--- src/hdl/assert_macros.svh ---
// Assertion macros used by the top-level RTL file.
`ifndef ASSERT_MACROS_SVH
`define ASSERT_MACROS_SVH
`ifndef SYNTHESIS
`define MTC_ASSERT(lbl, clk, rst_n, prop) \
    lbl: assert property (@(posedge clk) disable iff (!rst_n) prop) \
    else $error("assertion failed");
`define MTC_NEVER(lbl, clk, rst_n, cond) \
    lbl: assert property (@(posedge clk) disable iff (!rst_n) !(cond)) \
    else $error("forbidden condition");
`else
`define MTC_ASSERT(lbl, clk, rst_n, prop)
`define MTC_NEVER(lbl, clk, rst_n, cond)
`endif
`endif

--- src/hdl/mtc_pkg.sv ---
// Types, constants and the pattern matcher of the markup text cleaner.
`default_nettype none
package mtc_pkg;
    localparam int HOLD_DEPTH   = 128;
    localparam int PEEK_DEPTH   = 4;
    localparam int RESULT_LIMIT = 48;
    localparam int HOLD_BOUND   = 2 * RESULT_LIMIT - 2 * (PEEK_DEPTH + 1);
    localparam int HOLD_CAP     = (HOLD_DEPTH < HOLD_BOUND) ? HOLD_DEPTH : HOLD_BOUND;
    localparam int ADDR_W       = $clog2(HOLD_DEPTH);
    localparam int FILL_W       = $clog2(HOLD_CAP + 1);
    localparam int WORK_DEPTH   = PEEK_DEPTH + 1;
    localparam int POS_W        = $clog2(WORK_DEPTH + 1);
    localparam int PAT_LEN      = 5;
    localparam int Q_DEPTH      = 4;
    localparam int Q_PTR_W      = $clog2(Q_DEPTH);
    localparam int Q_CNT_W      = $clog2(Q_DEPTH + 1);

    localparam logic [6:0] WRAP_RESET = 7'd75;
    localparam logic [7:0] CH_SPACE   = 8'h20;
    localparam logic [7:0] CH_NL      = 8'h0A;
    localparam logic [7:0] CH_TAB     = 8'h09;
    localparam logic [7:0] CH_CR      = 8'h0D;
    localparam logic [7:0] CH_AMP     = "&";
    localparam logic [7:0] CH_LT      = "<";
    localparam logic [7:0] CH_GT      = ">";
    localparam logic [7:0] CH_NUL     = 8'h00;

    localparam logic [PAT_LEN-1:0][7:0] PAT_AMP = {";", "p", "m", "a", "&"};
    localparam logic [PAT_LEN-1:0][7:0] PAT_LTE = {8'h00, ";", "t", "l", "&"};
    localparam logic [PAT_LEN-1:0][7:0] PAT_GTE = {8'h00, ";", "t", "g", "&"};
    localparam logic [PAT_LEN-1:0][7:0] PAT_BR  = {8'h00, ">", "r", "b", "<"};
    localparam logic [PAT_LEN-1:0][7:0] PAT_B   = {8'h00, 8'h00, ">", "b", "<"};

    typedef enum logic [1:0] {M_NO, M_YES, M_MORE} match_t;

    typedef struct packed {
        logic [7:0] in_byte;
        logic       in_last;
    } in_item_t;

    typedef struct packed {
        logic [7:0] out_first;
        logic [7:0] out_second;
        logic [1:0] out_count;
        logic       out_end;
    } out_item_t;

    typedef struct packed {
        logic       is_end;
        logic       last;
        logic [7:0] data;
    } emit_t;

    function automatic match_t match_pat(input logic [PAT_LEN-1:0][7:0] v,
                                         input logic [POS_W-1:0] rem,
                                         input logic [PAT_LEN-1:0][7:0] pat,
                                         input logic [POS_W-1:0] len);
        logic       ok;
        logic [7:0] c;
        ok = 1'b1;
        for (int k = 0; k < PAT_LEN; k++)
        begin
            c = v[k];
            if (c >= "A" && c <= "Z")
                c = c + 8'd32;
            if (k < int'(len) && k < int'(rem) && c != pat[k])
                ok = 1'b0;
        end
        if (!ok)
            return M_NO;
        return (rem >= len) ? M_YES : M_MORE;
    endfunction
endpackage
`default_nettype wire

--- src/hdl/mtc_front.sv ---
// Input side: takes transactions and queues them for the engine.
`default_nettype none
module mtc_front (
    input  wire logic              clk,
    input  wire logic              rst_n,
    input  wire logic              in_valid,
    output logic                   in_stall,
    input  wire mtc_pkg::in_item_t in_data,
    output logic                   q_valid,
    output mtc_pkg::in_item_t      q_data,
    input  wire logic              q_pop
);
    mtc_pkg::in_item_t                  q_mem [mtc_pkg::Q_DEPTH];
    logic [mtc_pkg::Q_PTR_W-1:0]        wp_reg;
    logic [mtc_pkg::Q_PTR_W-1:0]        rp_reg;
    logic [mtc_pkg::Q_CNT_W-1:0]        cnt_reg;
    logic                               push;
    logic                               pop;

    assign in_stall = (cnt_reg == mtc_pkg::Q_CNT_W'(mtc_pkg::Q_DEPTH));
    assign q_valid  = (cnt_reg != '0);
    assign q_data   = q_mem[rp_reg];
    assign push     = in_valid && !in_stall;
    assign pop      = q_pop && q_valid;

    always_ff @(posedge clk)
    begin
        if (push)
            q_mem[wp_reg] <= in_data;
    end

    always_ff @(posedge clk or negedge rst_n)
    begin
        if (!rst_n)
        begin
            wp_reg  <= '0;
            rp_reg  <= '0;
            cnt_reg <= '0;
        end
        else
        begin
            if (push)
                wp_reg <= wp_reg + 1'b1;
            if (pop)
                rp_reg <= rp_reg + 1'b1;
            if (push && !pop)
                cnt_reg <= cnt_reg + 1'b1;
            else if (pop && !push)
                cnt_reg <= cnt_reg - 1'b1;
        end
    end
endmodule
`default_nettype wire

--- src/hdl/mtc_engine.sv ---
// Back part: token scanner, hold buffer and word wrap sequencer.
`default_nettype none
module mtc_engine (
    input  wire logic              clk,
    input  wire logic              rst_n,
    input  wire logic              cfg_valid,
    input  wire logic [6:0]        cfg_data,
    input  wire logic              q_valid,
    input  wire mtc_pkg::in_item_t q_data,
    output logic                   q_pop,
    output logic                   emit_valid,
    output mtc_pkg::emit_t         emit,
    input  wire logic              emit_ready
);
    typedef enum logic [2:0] {S_IDLE, S_TOKEN, S_REL, S_POST, S_END} state_t;
    typedef enum logic [1:0] {MD_NORMAL, MD_TAG, MD_ENDED} mode_t;
    typedef enum logic [2:0] {P_NONE, P_SPACE, P_BYTE, P_NL, P_FIN} post_t;

    state_t                              state_reg;
    mode_t                               mode_reg;
    post_t                               post_reg;
    logic [6:0]                          wrap_reg;
    logic [7:0]                          w_reg [mtc_pkg::WORK_DEPTH];
    logic [7:0]                          peek_reg [mtc_pkg::PEEK_DEPTH];
    logic [mtc_pkg::POS_W-1:0]           wn_reg;
    logic [mtc_pkg::POS_W-1:0]           pos_reg;
    logic [mtc_pkg::POS_W-1:0]           pf_reg;
    logic                                last_reg;
    logic [7:0]                          col_reg;
    logic                                run_reg;
    logic                                pend_reg;
    logic [mtc_pkg::FILL_W-1:0]          fill_reg;
    logic [mtc_pkg::FILL_W-1:0]          ridx_reg;
    logic                                rnl_reg;
    logic [7:0]                          pc_reg;
    logic [1:0]                          nl_reg;

    logic [7:0]                          hold_mem [mtc_pkg::HOLD_DEPTH];
    logic [7:0]                          rdata_reg;
    logic                                wr_en;
    logic [mtc_pkg::ADDR_W-1:0]          wr_addr;
    logic [7:0]                          wr_data;
    logic [mtc_pkg::ADDR_W-1:0]          rd_addr;

    logic [mtc_pkg::PAT_LEN-1:0][7:0]    view;
    logic [mtc_pkg::POS_W-1:0]           rem;
    logic [7:0]                          b;
    logic                                blank;
    mtc_pkg::match_t                     s_amp, s_lt, s_gt, s_br, s_b;
    logic                                brk;
    logic                                tok_fin;
    logic [7:0]                          tc;
    logic [mtc_pkg::POS_W-1:0]           adv;
    logic                                wrap_now;
    logic                                hold_room;
    logic [1:0]                          tag_nl;
    logic [7:0]                          col_inc;
    logic [7:0]                          col_wrap;

    always_comb
    begin
        view = '0;
        for (int k = 0; k < mtc_pkg::PAT_LEN; k++)
            for (int j = 0; j < mtc_pkg::WORK_DEPTH; j++)
                if (j == int'(pos_reg) + k && j < int'(wn_reg))
                    view[k] = w_reg[j];
    end

    assign rem   = wn_reg - pos_reg;
    assign b     = view[0];
    assign blank = (b == mtc_pkg::CH_SPACE) || (b >= mtc_pkg::CH_TAB && b <= mtc_pkg::CH_CR);
    assign s_amp = mtc_pkg::match_pat(view, rem, mtc_pkg::PAT_AMP, mtc_pkg::POS_W'(5));
    assign s_lt  = mtc_pkg::match_pat(view, rem, mtc_pkg::PAT_LTE, mtc_pkg::POS_W'(4));
    assign s_gt  = mtc_pkg::match_pat(view, rem, mtc_pkg::PAT_GTE, mtc_pkg::POS_W'(4));
    assign s_br  = mtc_pkg::match_pat(view, rem, mtc_pkg::PAT_BR, mtc_pkg::POS_W'(4));
    assign s_b   = mtc_pkg::match_pat(view, rem, mtc_pkg::PAT_B, mtc_pkg::POS_W'(3));

    assign brk = (mode_reg == MD_NORMAL) && !last_reg &&
                 ((b == mtc_pkg::CH_AMP && (s_amp == mtc_pkg::M_MORE ||
                   s_lt == mtc_pkg::M_MORE || s_gt == mtc_pkg::M_MORE)) ||
                  (b == mtc_pkg::CH_LT && (s_br == mtc_pkg::M_MORE ||
                   s_b == mtc_pkg::M_MORE)));
    assign tok_fin   = (mode_reg == MD_ENDED) || (pos_reg >= wn_reg) || brk;
    assign wrap_now  = (col_reg > {1'b0, wrap_reg}) && pend_reg;
    assign hold_room = fill_reg < mtc_pkg::FILL_W'(mtc_pkg::HOLD_CAP);
    assign col_inc   = (col_reg == 8'hFF) ? col_reg : col_reg + 8'd1;
    assign col_wrap  = 8'(fill_reg - 1'b1);
    assign tag_nl    = (s_br == mtc_pkg::M_YES) ? 2'd1 : ((s_b == mtc_pkg::M_YES) ? 2'd2 : 2'd0);

    always_comb
    begin
        tc  = b;
        adv = mtc_pkg::POS_W'(1);
        if (b == mtc_pkg::CH_AMP)
        begin
            if (s_amp == mtc_pkg::M_YES)
                adv = mtc_pkg::POS_W'(5);
            else if (s_lt == mtc_pkg::M_YES)
            begin
                tc  = mtc_pkg::CH_LT;
                adv = mtc_pkg::POS_W'(4);
            end
            else if (s_gt == mtc_pkg::M_YES)
            begin
                tc  = mtc_pkg::CH_GT;
                adv = mtc_pkg::POS_W'(4);
            end
        end
    end

    // hold writes: fresh space, or a text byte appended after the pending space
    always_comb
    begin
        wr_en   = 1'b0;
        wr_addr = '0;
        wr_data = mtc_pkg::CH_SPACE;
        if (state_reg == S_TOKEN && !tok_fin && mode_reg == MD_NORMAL && b != mtc_pkg::CH_NUL)
        begin
            if (blank)
                wr_en = !run_reg && !pend_reg;
            else if (b != mtc_pkg::CH_LT && !wrap_now && pend_reg && hold_room)
            begin
                wr_en   = 1'b1;
                wr_addr = mtc_pkg::ADDR_W'(fill_reg);
                wr_data = tc;
            end
        end
        else if (state_reg == S_POST && post_reg == P_SPACE)
            wr_en = 1'b1;
    end

    assign rd_addr = (state_reg == S_REL) ?
                     mtc_pkg::ADDR_W'(emit_ready ? ridx_reg + 1'b1 : ridx_reg) : '0;

    always_ff @(posedge clk)
    begin
        if (wr_en)
            hold_mem[wr_addr] <= wr_data;
        rdata_reg <= hold_mem[rd_addr];
    end

    always_comb
    begin
        emit_valid  = 1'b0;
        emit.is_end = 1'b0;
        emit.last   = last_reg;
        emit.data   = pc_reg;
        unique case (state_reg)
            S_REL:
            begin
                emit_valid = 1'b1;
                emit.data  = (ridx_reg == '0 && rnl_reg) ? mtc_pkg::CH_NL : rdata_reg;
            end
            S_POST:
            begin
                emit_valid = (post_reg == P_BYTE) || (post_reg == P_NL);
                if (post_reg == P_NL)
                    emit.data = mtc_pkg::CH_NL;
            end
            S_END:
            begin
                emit_valid  = 1'b1;
                emit.is_end = 1'b1;
            end
            default:
            begin
            end
        endcase
    end

    assign q_pop = (state_reg == S_IDLE) && q_valid;

    always_ff @(posedge clk or negedge rst_n)
    begin
        if (!rst_n)
        begin
            state_reg <= S_IDLE;
            mode_reg  <= MD_NORMAL;
            post_reg  <= P_NONE;
            wrap_reg  <= mtc_pkg::WRAP_RESET;
            wn_reg    <= '0;
            pos_reg   <= '0;
            pf_reg    <= '0;
            last_reg  <= 1'b0;
            col_reg   <= '0;
            run_reg   <= 1'b0;
            pend_reg  <= 1'b0;
            fill_reg  <= '0;
            ridx_reg  <= '0;
            rnl_reg   <= 1'b0;
            nl_reg    <= '0;
        end
        else
        begin
            if (cfg_valid)
                wrap_reg <= cfg_data;
            unique case (state_reg)
                S_IDLE:
                begin
                    if (q_valid)
                    begin
                        for (int i = 0; i < mtc_pkg::PEEK_DEPTH; i++)
                            if (i < int'(pf_reg))
                                w_reg[i] <= peek_reg[i];
                            else
                                w_reg[i] <= q_data.in_byte;
                        w_reg[mtc_pkg::PEEK_DEPTH] <= q_data.in_byte;
                        wn_reg    <= (mode_reg == MD_ENDED) ? '0 : pf_reg + 1'b1;
                        pos_reg   <= '0;
                        last_reg  <= q_data.in_last;
                        state_reg <= S_TOKEN;
                    end
                end
                S_TOKEN:
                begin
                    ridx_reg <= '0;
                    rnl_reg  <= 1'b0;
                    if (tok_fin)
                    begin
                        for (int i = 0; i < mtc_pkg::PEEK_DEPTH; i++)
                            for (int j = 0; j < mtc_pkg::WORK_DEPTH; j++)
                                if (j == int'(pos_reg) + i)
                                    peek_reg[i] <= w_reg[j];
                        pf_reg <= (mode_reg == MD_ENDED || pos_reg >= wn_reg) ?
                                  '0 : wn_reg - pos_reg;
                        if (last_reg && pend_reg)
                        begin
                            post_reg  <= P_FIN;
                            state_reg <= S_REL;
                        end
                        else
                            state_reg <= S_END;
                    end
                    else if (mode_reg == MD_TAG)
                    begin
                        if (b == mtc_pkg::CH_NUL)
                            mode_reg <= MD_ENDED;
                        else if (b == mtc_pkg::CH_GT)
                            mode_reg <= MD_NORMAL;
                        pos_reg <= pos_reg + 1'b1;
                    end
                    else if (b == mtc_pkg::CH_NUL)
                        mode_reg <= MD_ENDED;
                    else if (blank)
                    begin
                        pos_reg <= pos_reg + 1'b1;
                        if (!run_reg)
                        begin
                            run_reg <= 1'b1;
                            col_reg <= col_inc;
                            if (pend_reg)
                            begin
                                post_reg  <= P_SPACE;
                                state_reg <= S_REL;
                            end
                            else
                            begin
                                fill_reg <= mtc_pkg::FILL_W'(1);
                                pend_reg <= 1'b1;
                            end
                        end
                    end
                    else if (b == mtc_pkg::CH_LT)
                    begin
                        run_reg  <= 1'b0;
                        pos_reg  <= pos_reg + 1'b1;
                        mode_reg <= MD_TAG;
                        nl_reg   <= tag_nl;
                        post_reg <= (tag_nl != 2'd0) ? P_NL : P_NONE;
                        if (wrap_now)
                        begin
                            col_reg   <= col_wrap;
                            rnl_reg   <= 1'b1;
                            state_reg <= S_REL;
                        end
                        else if (tag_nl != 2'd0)
                            state_reg <= pend_reg ? S_REL : S_POST;
                    end
                    else
                    begin
                        run_reg <= 1'b0;
                        pos_reg <= pos_reg + adv;
                        pc_reg  <= tc;
                        if (wrap_now)
                        begin
                            col_reg   <= col_wrap;
                            rnl_reg   <= 1'b1;
                            post_reg  <= P_BYTE;
                            state_reg <= S_REL;
                        end
                        else if (pend_reg && hold_room)
                        begin
                            fill_reg <= fill_reg + 1'b1;
                            col_reg  <= col_inc;
                        end
                        else
                        begin
                            post_reg  <= P_BYTE;
                            state_reg <= pend_reg ? S_REL : S_POST;
                        end
                    end
                end
                S_REL:
                begin
                    if (emit_ready)
                    begin
                        ridx_reg <= ridx_reg + 1'b1;
                        if (ridx_reg == fill_reg - 1'b1)
                        begin
                            fill_reg <= '0;
                            pend_reg <= 1'b0;
                            priority case (post_reg)
                                P_NONE:  state_reg <= S_TOKEN;
                                P_FIN:   state_reg <= S_END;
                                default: state_reg <= S_POST;
                            endcase
                        end
                    end
                end
                S_POST:
                begin
                    unique case (post_reg)
                        P_SPACE:
                        begin
                            fill_reg  <= mtc_pkg::FILL_W'(1);
                            pend_reg  <= 1'b1;
                            state_reg <= S_TOKEN;
                        end
                        P_BYTE:
                        begin
                            if (emit_ready)
                            begin
                                col_reg   <= col_inc;
                                state_reg <= S_TOKEN;
                            end
                        end
                        P_NL:
                        begin
                            if (emit_ready)
                            begin
                                nl_reg <= nl_reg - 1'b1;
                                if (nl_reg == 2'd1)
                                begin
                                    col_reg   <= '0;
                                    state_reg <= S_TOKEN;
                                end
                            end
                        end
                        default: state_reg <= S_TOKEN;
                    endcase
                end
                S_END:
                begin
                    if (emit_ready)
                    begin
                        if (last_reg)
                        begin
                            fill_reg <= '0;
                            col_reg  <= '0;
                            run_reg  <= 1'b0;
                            pend_reg <= 1'b0;
                            pf_reg   <= '0;
                            mode_reg <= MD_NORMAL;
                        end
                        state_reg <= S_IDLE;
                    end
                end
                default: state_reg <= S_IDLE;
            endcase
        end
    end
endmodule
`default_nettype wire

--- src/hdl/mtc_pack.sv ---
// Output side: pairs emitted bytes into result transactions.
`default_nettype none
module mtc_pack (
    input  wire logic           clk,
    input  wire logic           rst_n,
    input  wire logic           emit_valid,
    input  wire mtc_pkg::emit_t emit,
    output logic                emit_ready,
    output logic                out_valid,
    input  wire logic           out_stall,
    output mtc_pkg::out_item_t  out_data
);
    logic                 ov_reg;
    mtc_pkg::out_item_t   od_reg;
    logic [7:0]           hb0_reg;
    logic [7:0]           hb1_reg;
    logic [1:0]           hc_reg;
    logic                 any_reg;
    logic                 take;

    assign emit_ready = !ov_reg || !out_stall;
    assign take       = emit_valid && emit_ready;
    assign out_valid  = ov_reg;
    assign out_data   = od_reg;

    always_ff @(posedge clk or negedge rst_n)
    begin
        if (!rst_n)
        begin
            ov_reg  <= 1'b0;
            od_reg  <= '0;
            hb0_reg <= '0;
            hb1_reg <= '0;
            hc_reg  <= '0;
            any_reg <= 1'b0;
        end
        else
        begin
            if (ov_reg && !out_stall)
                ov_reg <= 1'b0;
            if (take)
            begin
                if (!emit.is_end)
                begin
                    if (hc_reg == 2'd2)
                    begin
                        ov_reg  <= 1'b1;
                        od_reg  <= '{out_first: hb0_reg, out_second: hb1_reg,
                                     out_count: 2'd2, out_end: 1'b0};
                        hb0_reg <= emit.data;
                        hc_reg  <= 2'd1;
                        any_reg <= 1'b1;
                    end
                    else
                    begin
                        if (hc_reg == 2'd0)
                            hb0_reg <= emit.data;
                        else
                            hb1_reg <= emit.data;
                        hc_reg <= hc_reg + 2'd1;
                    end
                end
                else
                begin
                    if (hc_reg != 2'd0)
                    begin
                        ov_reg <= 1'b1;
                        od_reg <= '{out_first: hb0_reg,
                                    out_second: (hc_reg == 2'd2) ? hb1_reg : 8'h00,
                                    out_count: hc_reg, out_end: emit.last};
                    end
                    else if (emit.last && !any_reg)
                    begin
                        ov_reg <= 1'b1;
                        od_reg <= '{out_first: 8'h00, out_second: 8'h00,
                                    out_count: 2'd0, out_end: 1'b1};
                    end
                    hc_reg  <= '0;
                    any_reg <= 1'b0;
                end
            end
        end
    end
endmodule
`default_nettype wire

--- src/hdl/markup_text_cleaner_wrapper.sv ---
// Top level of the markup text cleaner with word wrap.
//  channel | direction | handshake         | payload
//  in      | input     | in_valid/in_stall | in_data (in_byte, in_last)
//  out     | output    | out_valid/out_stall | out_data (first, second, count, end)
//  cfg     | input     | cfg_valid/cfg_ready | cfg_data (wrap_column)
// Each byte passes the queue pop, the token scan, the wrap-up and the end
// marker, besides its emitted bytes; a released hold line streams from the hold
// RAM at one byte per cycle while the output does not stall, and a space after a release takes a post step.
// Input bytes wait in a 4-entry queue; in_stall rises only when it is full.
// Reset puts wrap_column at 75 and the scanner in normal text mode.
// A stalled output holds the engine at its next emitted byte.
`default_nettype none
`include "assert_macros.svh"
module markup_text_cleaner_wrapper (
    input  wire logic               clk,
    input  wire logic               rst_n,
    input  wire logic               in_valid,
    output logic                    in_stall,
    input  wire mtc_pkg::in_item_t  in_data,
    output logic                    out_valid,
    input  wire logic               out_stall,
    output mtc_pkg::out_item_t      out_data,
    input  wire logic               cfg_valid,
    output logic                    cfg_ready,
    input  wire logic [6:0]         cfg_data
);
    logic               q_valid;
    mtc_pkg::in_item_t  q_data;
    logic               q_pop;
    logic               emit_valid;
    mtc_pkg::emit_t     emit;
    logic               emit_ready;

    assign cfg_ready = 1'b1;

    mtc_front u_front (
        .clk(clk), .rst_n(rst_n),
        .in_valid(in_valid), .in_stall(in_stall), .in_data(in_data),
        .q_valid(q_valid), .q_data(q_data), .q_pop(q_pop)
    );

    mtc_engine u_engine (
        .clk(clk), .rst_n(rst_n),
        .cfg_valid(cfg_valid), .cfg_data(cfg_data),
        .q_valid(q_valid), .q_data(q_data), .q_pop(q_pop),
        .emit_valid(emit_valid), .emit(emit), .emit_ready(emit_ready)
    );

    mtc_pack u_pack (
        .clk(clk), .rst_n(rst_n),
        .emit_valid(emit_valid), .emit(emit), .emit_ready(emit_ready),
        .out_valid(out_valid), .out_stall(out_stall), .out_data(out_data)
    );

    `MTC_NEVER(a_count_range, clk, rst_n, out_valid && out_data.out_count == 2'd3)
    `MTC_ASSERT(a_empty_is_end, clk, rst_n, out_valid && out_data.out_count == 2'd0 |-> out_data.out_end)
    `MTC_ASSERT(a_second_zero, clk, rst_n, out_valid && out_data.out_count != 2'd2 |-> out_data.out_second == 8'h00)
endmodule
`default_nettype wire

--- config.mk ---
export PLATFORM = sky130hd
export DESIGN_NAME = markup_text_cleaner_wrapper
export DESIGN_NICKNAME = d
export VERILOG_FILES = /design/src/hdl/mtc_pkg.sv /design/src/hdl/mtc_front.sv /design/src/hdl/mtc_engine.sv /design/src/hdl/mtc_pack.sv /design/src/hdl/markup_text_cleaner_wrapper.sv
export VERILOG_INCLUDE_DIRS = /design/src /design/src/hdl
export SDC_FILE = /design/constraint.sdc
export NUM_CORES = 2
export LEC_CHECK = 0
export BUFFER_PORTS_ARGS = -buffer_cell sky130_fd_sc_hd__buf_2
export CAP_MARGIN = 10
export CORE_UTILIZATION = 25
export DETAILED_ROUTE_END_ITERATION = 12
export SETUP_SLACK_MARGIN = 0.5
export SLEW_MARGIN = 20
export SYNTH_ARGS = -nofsm -noshare
export SYNTH_HDL_FRONTEND = slang
export SYNTH_SLANG_ARGS = --single-unit
--- constraint.sdc ---
create_clock -name clk -period 14.2 [get_ports clk]
set_input_delay 0.71 -clock clk [delete_from_list [all_inputs] [get_ports clk]]
set_output_delay 0.71 -clock clk [all_outputs]
set_load 0.03 [all_outputs]
==> metrics <==
status=finished clean; Clock Path Buffers=3; Hold WC Path Type=in2reg; Buffers on Ports=41; Register-to-Register Path Depth=18; Syn Inst Count=4546; dominant cells by area after synthesis=edfxtp_1 61%, a211oi_1 5.2%, nand2_1 4.7%; Starting DRT DRC Count=4308; CP max FO=21; Multi-input gate area=18700 µm²; CTS tree=done; hold path depth=1; gpl congestion=0.904; Root Buffer=clkbuf_16; Setup crit end kind=flop; remaining routing DRC violations=0; placed cell count=7589; Worst-path clk slew=0.08 ns; die area=225000 µm²; Core ar.=222000 µm²; fill count=22692; clock sinks=1246; CTS resizes=0; Max Freq=130 MHz; crit path time final=7.68 ns; Post-Syn Area per Cell=12.3 µm²; Ports=43; Worst VDD drop=0.000138 V; Total Routed Length=154000 µm; Async SR Flop Fraction=7.87%; GRT Resource Usage Total=13.3%; vias in the first global route=36879; GR peak layer=met2; Largest register FFs=1024; # setup viols final=0; HPWL Detailed=91900 µm; Setup Total Neg Slack=0 ns; Pwr Total=10.7 mW; CTS buffer count=130; CP arrival=8.07 ns; dominant synthesized flop cell=edfxtp_1; Max-slew headroom=9.09%; Startpoint Class=flop; Data required, critical path=14.59 ns; Die X=475 µm; fin cells=7827; initial antenna violation count=1; Max Cap Violations=0; grt total ovfl=0; Final Hold Vio Count=0; Slew Limit Fails=0; Crit-path slowest cell=nand4_1; row count=173; period utilization=54.1%; global-route wire length before repair=231000 µm; Cell Area, Synth=55800 µm²; GR Layer Usage met2=21.0%; #FFs+latches synth=1246; area grow syn2layout=15.5%; synth unique cells=100; total number of vias=38853; wire length per cell=19.7 µm; cell taking the most area after synthesis=edfxtp_1; Synth Warn #=0; first-pass detailed-route iteration total=8; Pleak=23.1 nW; largest net degree at the start of global routing=209; final core occ=29.0%; met3 Use GR=2.63%; met1 global-route usage=18.2%; Crit Path Class=reg2reg; die height=475 µm; Seq/Total Area, Yosys=66.0%; number of flops mapped to enable cells by yosys=1140; Clk Latency, worst-skew pair=0.79 ns; RSZ-0062 raised after global routing=no; ANT nets after route=0; Worst Skew=0.0472 ns; # diodes=0; register area=36900 µm²; layout cells sized above 1=8.31%; worst slew pin tran=1.36 ns; Via-to-Cell Ratio=4.96; starting density of the core=25.1%; share of the synthesized area in the top cell type=61.3%; Cell Chain, Critical Path=inv_1 > ha_1 > a21bo_2 > or4_1 > a311oi_1 > a211o_1 > ha_1 > nor2b_1 > a221o_1 > nor2_1 > nor3_1 > a21oi_1 > a211oi_1 > o221ai_1 > o211ai_4 > a211oi_2 > nand4_1 > nor2_1; Max stage delay on crit path=1.03 ns; Layout Nets=4808; PD cells=167 nW/µm²; H-Tree Depth=4
## cells in the mapped netlist, types with 8 or more instances
master and n:
o21ai_0 114, and2_1 18, a21o_1 27, and3_1 278, nand3_1 46, o31a_1 8, a22o_1 14, a21oi_1 194
nand2_1 702, nor4_1 17, ha_1 38, o21a_1 11, or2_2 9, clkbuf_1 319, mux4_2 9, a221oi_1 20
a211oi_1 387, o221ai_1 14, buf_1 41, or3_1 8, nor3_1 75, edfxtp_1 1140, o22ai_1 24, a311oi_1 131
buf_2 20, inv_1 51, nor2_1 231, o211ai_1 10, mux2_2 42, xnor2_1 20, a31oi_1 150, a22oi_1 23
a2bb2oi_1 11, nand4_1 15, mux2i_1 11, nor2b_1 29, o31ai_1 15, dfrtp_1 94, nand2b_1 20, dfxtp_1 8
xor2_1 11
## final cells by class
type,count,share of cell area (%)
sequential,1246,57.2
tap,2975,5.77
multi-input combinational,3199,29.0
timing repair buffer,118,1.31
inverter,52,0.303
clock buffer,161,5.34
clock inverter,76,1.11
## stage by stage
step / hold slack, ns / setup WS (ns) / instance area (µm²)
finish: 0.160 / 6.52 / 64500
global route: 0.143 / 6.09 / 64500
CTS: 0.121 / 6.64 / 64400
detailed placement: 0.471 / 6.66 / 60300
global placement: 0.462 / 6.66 / 60300
floorplan: 0.414 / 5.71 / 57100
## what timing repair did
item,CTS,global route
buffers inserted,0,0
hold buffers,1,0
hold endpoints to repair,39,0
## worst max-delay path, delay by kind of cell, from the launching register on
family	cells	cell delay, ns
AND/OR/NAND/NOR	6	2.96
AO/OA/AOI/OAI	9	2.69
flip-flops	1	0.68
adder cells (fa/ha/maj)	2	0.65
buffers and inverters	1	0.29
## cell families (layout without fill, tap and decap cells)
group / count (synthesis) / after routing / share of synthesized area (%)
compound gates: 1251 / 1251 / 15.9
mux: 62 / 62 / 1.41
xor+xnor: 31 / 31 / 0.486
fa+ha+maj: 40 / 40 / 0.924
simple gates: 1478 / 1478 / 12.3
buf+inv: 436 / 407 / 3.02
other cells: 2 / 337 / 0.0135
flops: 1246 / 1246 / 66.0
## report_power, final
group	internal (mW)	total [mW]	switching (mW)
clock	1.87	3.32	1.45
combinational	0.851	2.74	1.89
sequential	4.38	4.67	0.288
total	7.11	10.7	3.63
## worst paths after layout
check	from	to	slack (ns)
max	u_engine.pos_reg[2]$_DFFE_PN0P_	u_engine.hold_mem[46][4]$_DFFE_PP_	6.52
min	in_data[1]	u_front.q_mem[2][1]$_DFFE_PP_	0.16
max reg2reg	u_engine.pos_reg[2]$_DFFE_PN0P_	u_engine.hold_mem[46][4]$_DFFE_PP_	6.52
min reg2reg	u_pack.out_data[1]$_DFFE_PN0P_	u_pack.out_data[1]$_DFFE_PN0P_	0.48
max in group asynchronous	rst_n	u_pack.out_data[7]$_DFFE_PN0P_	12.51
min in group asynchronous	rst_n	u_front.rp_reg[0]$_DFFE_PN0P_	0.54
## cell usage in the layout, fill, tap and decap left out, types with 14 or more instances in the layout
master / synthesis / routed
buf_4: 2 / 72
nand3_1: 46 / 46
nor2b_1: 29 / 28
a22oi_1: 23 / 23
conb_1: 2 / 337
inv_1: 51 / 51
buf_2: 20 / 40
clkbuf_1: 319 / 27
nor3_1: 75 / 74
edfxtp_1: 1140 / 1140
mux2_2: 42 / 42
o221ai_1: 14 / 14
nor2_1: 231 / 225
a211oi_1: 387 / 387
clkbuf_16: 0 / 133
a22o_1: 14 / 14
xnor2_1: 20 / 19
nor4_1: 17 / 17
nand4_1: 15 / 15
nand2_1: 702 / 699
a221oi_1: 20 / 20
a31oi_1: 150 / 150
ha_1: 38 / 38
clkinv_2: 0 / 19
o21ai_0: 114 / 114
a311oi_1: 131 / 131
and2_1: 18 / 16
o22ai_1: 24 / 24
nand2b_1: 20 / 18
and3_1: 278 / 278
a21o_1: 27 / 26
a21oi_1: 194 / 191
o31ai_1: 15 / 15
clkinv_1: 0 / 32
dfrtp_1: 94 / 94
## metal layers
layer	up-vias	share of wire (%)
li1	17675	-
met1	19341	44
met2	1522	46
met3	315	7.8
met4	0	2.8
met5	-	0
No activity file was read; power rests on OpenSTA's default activity.
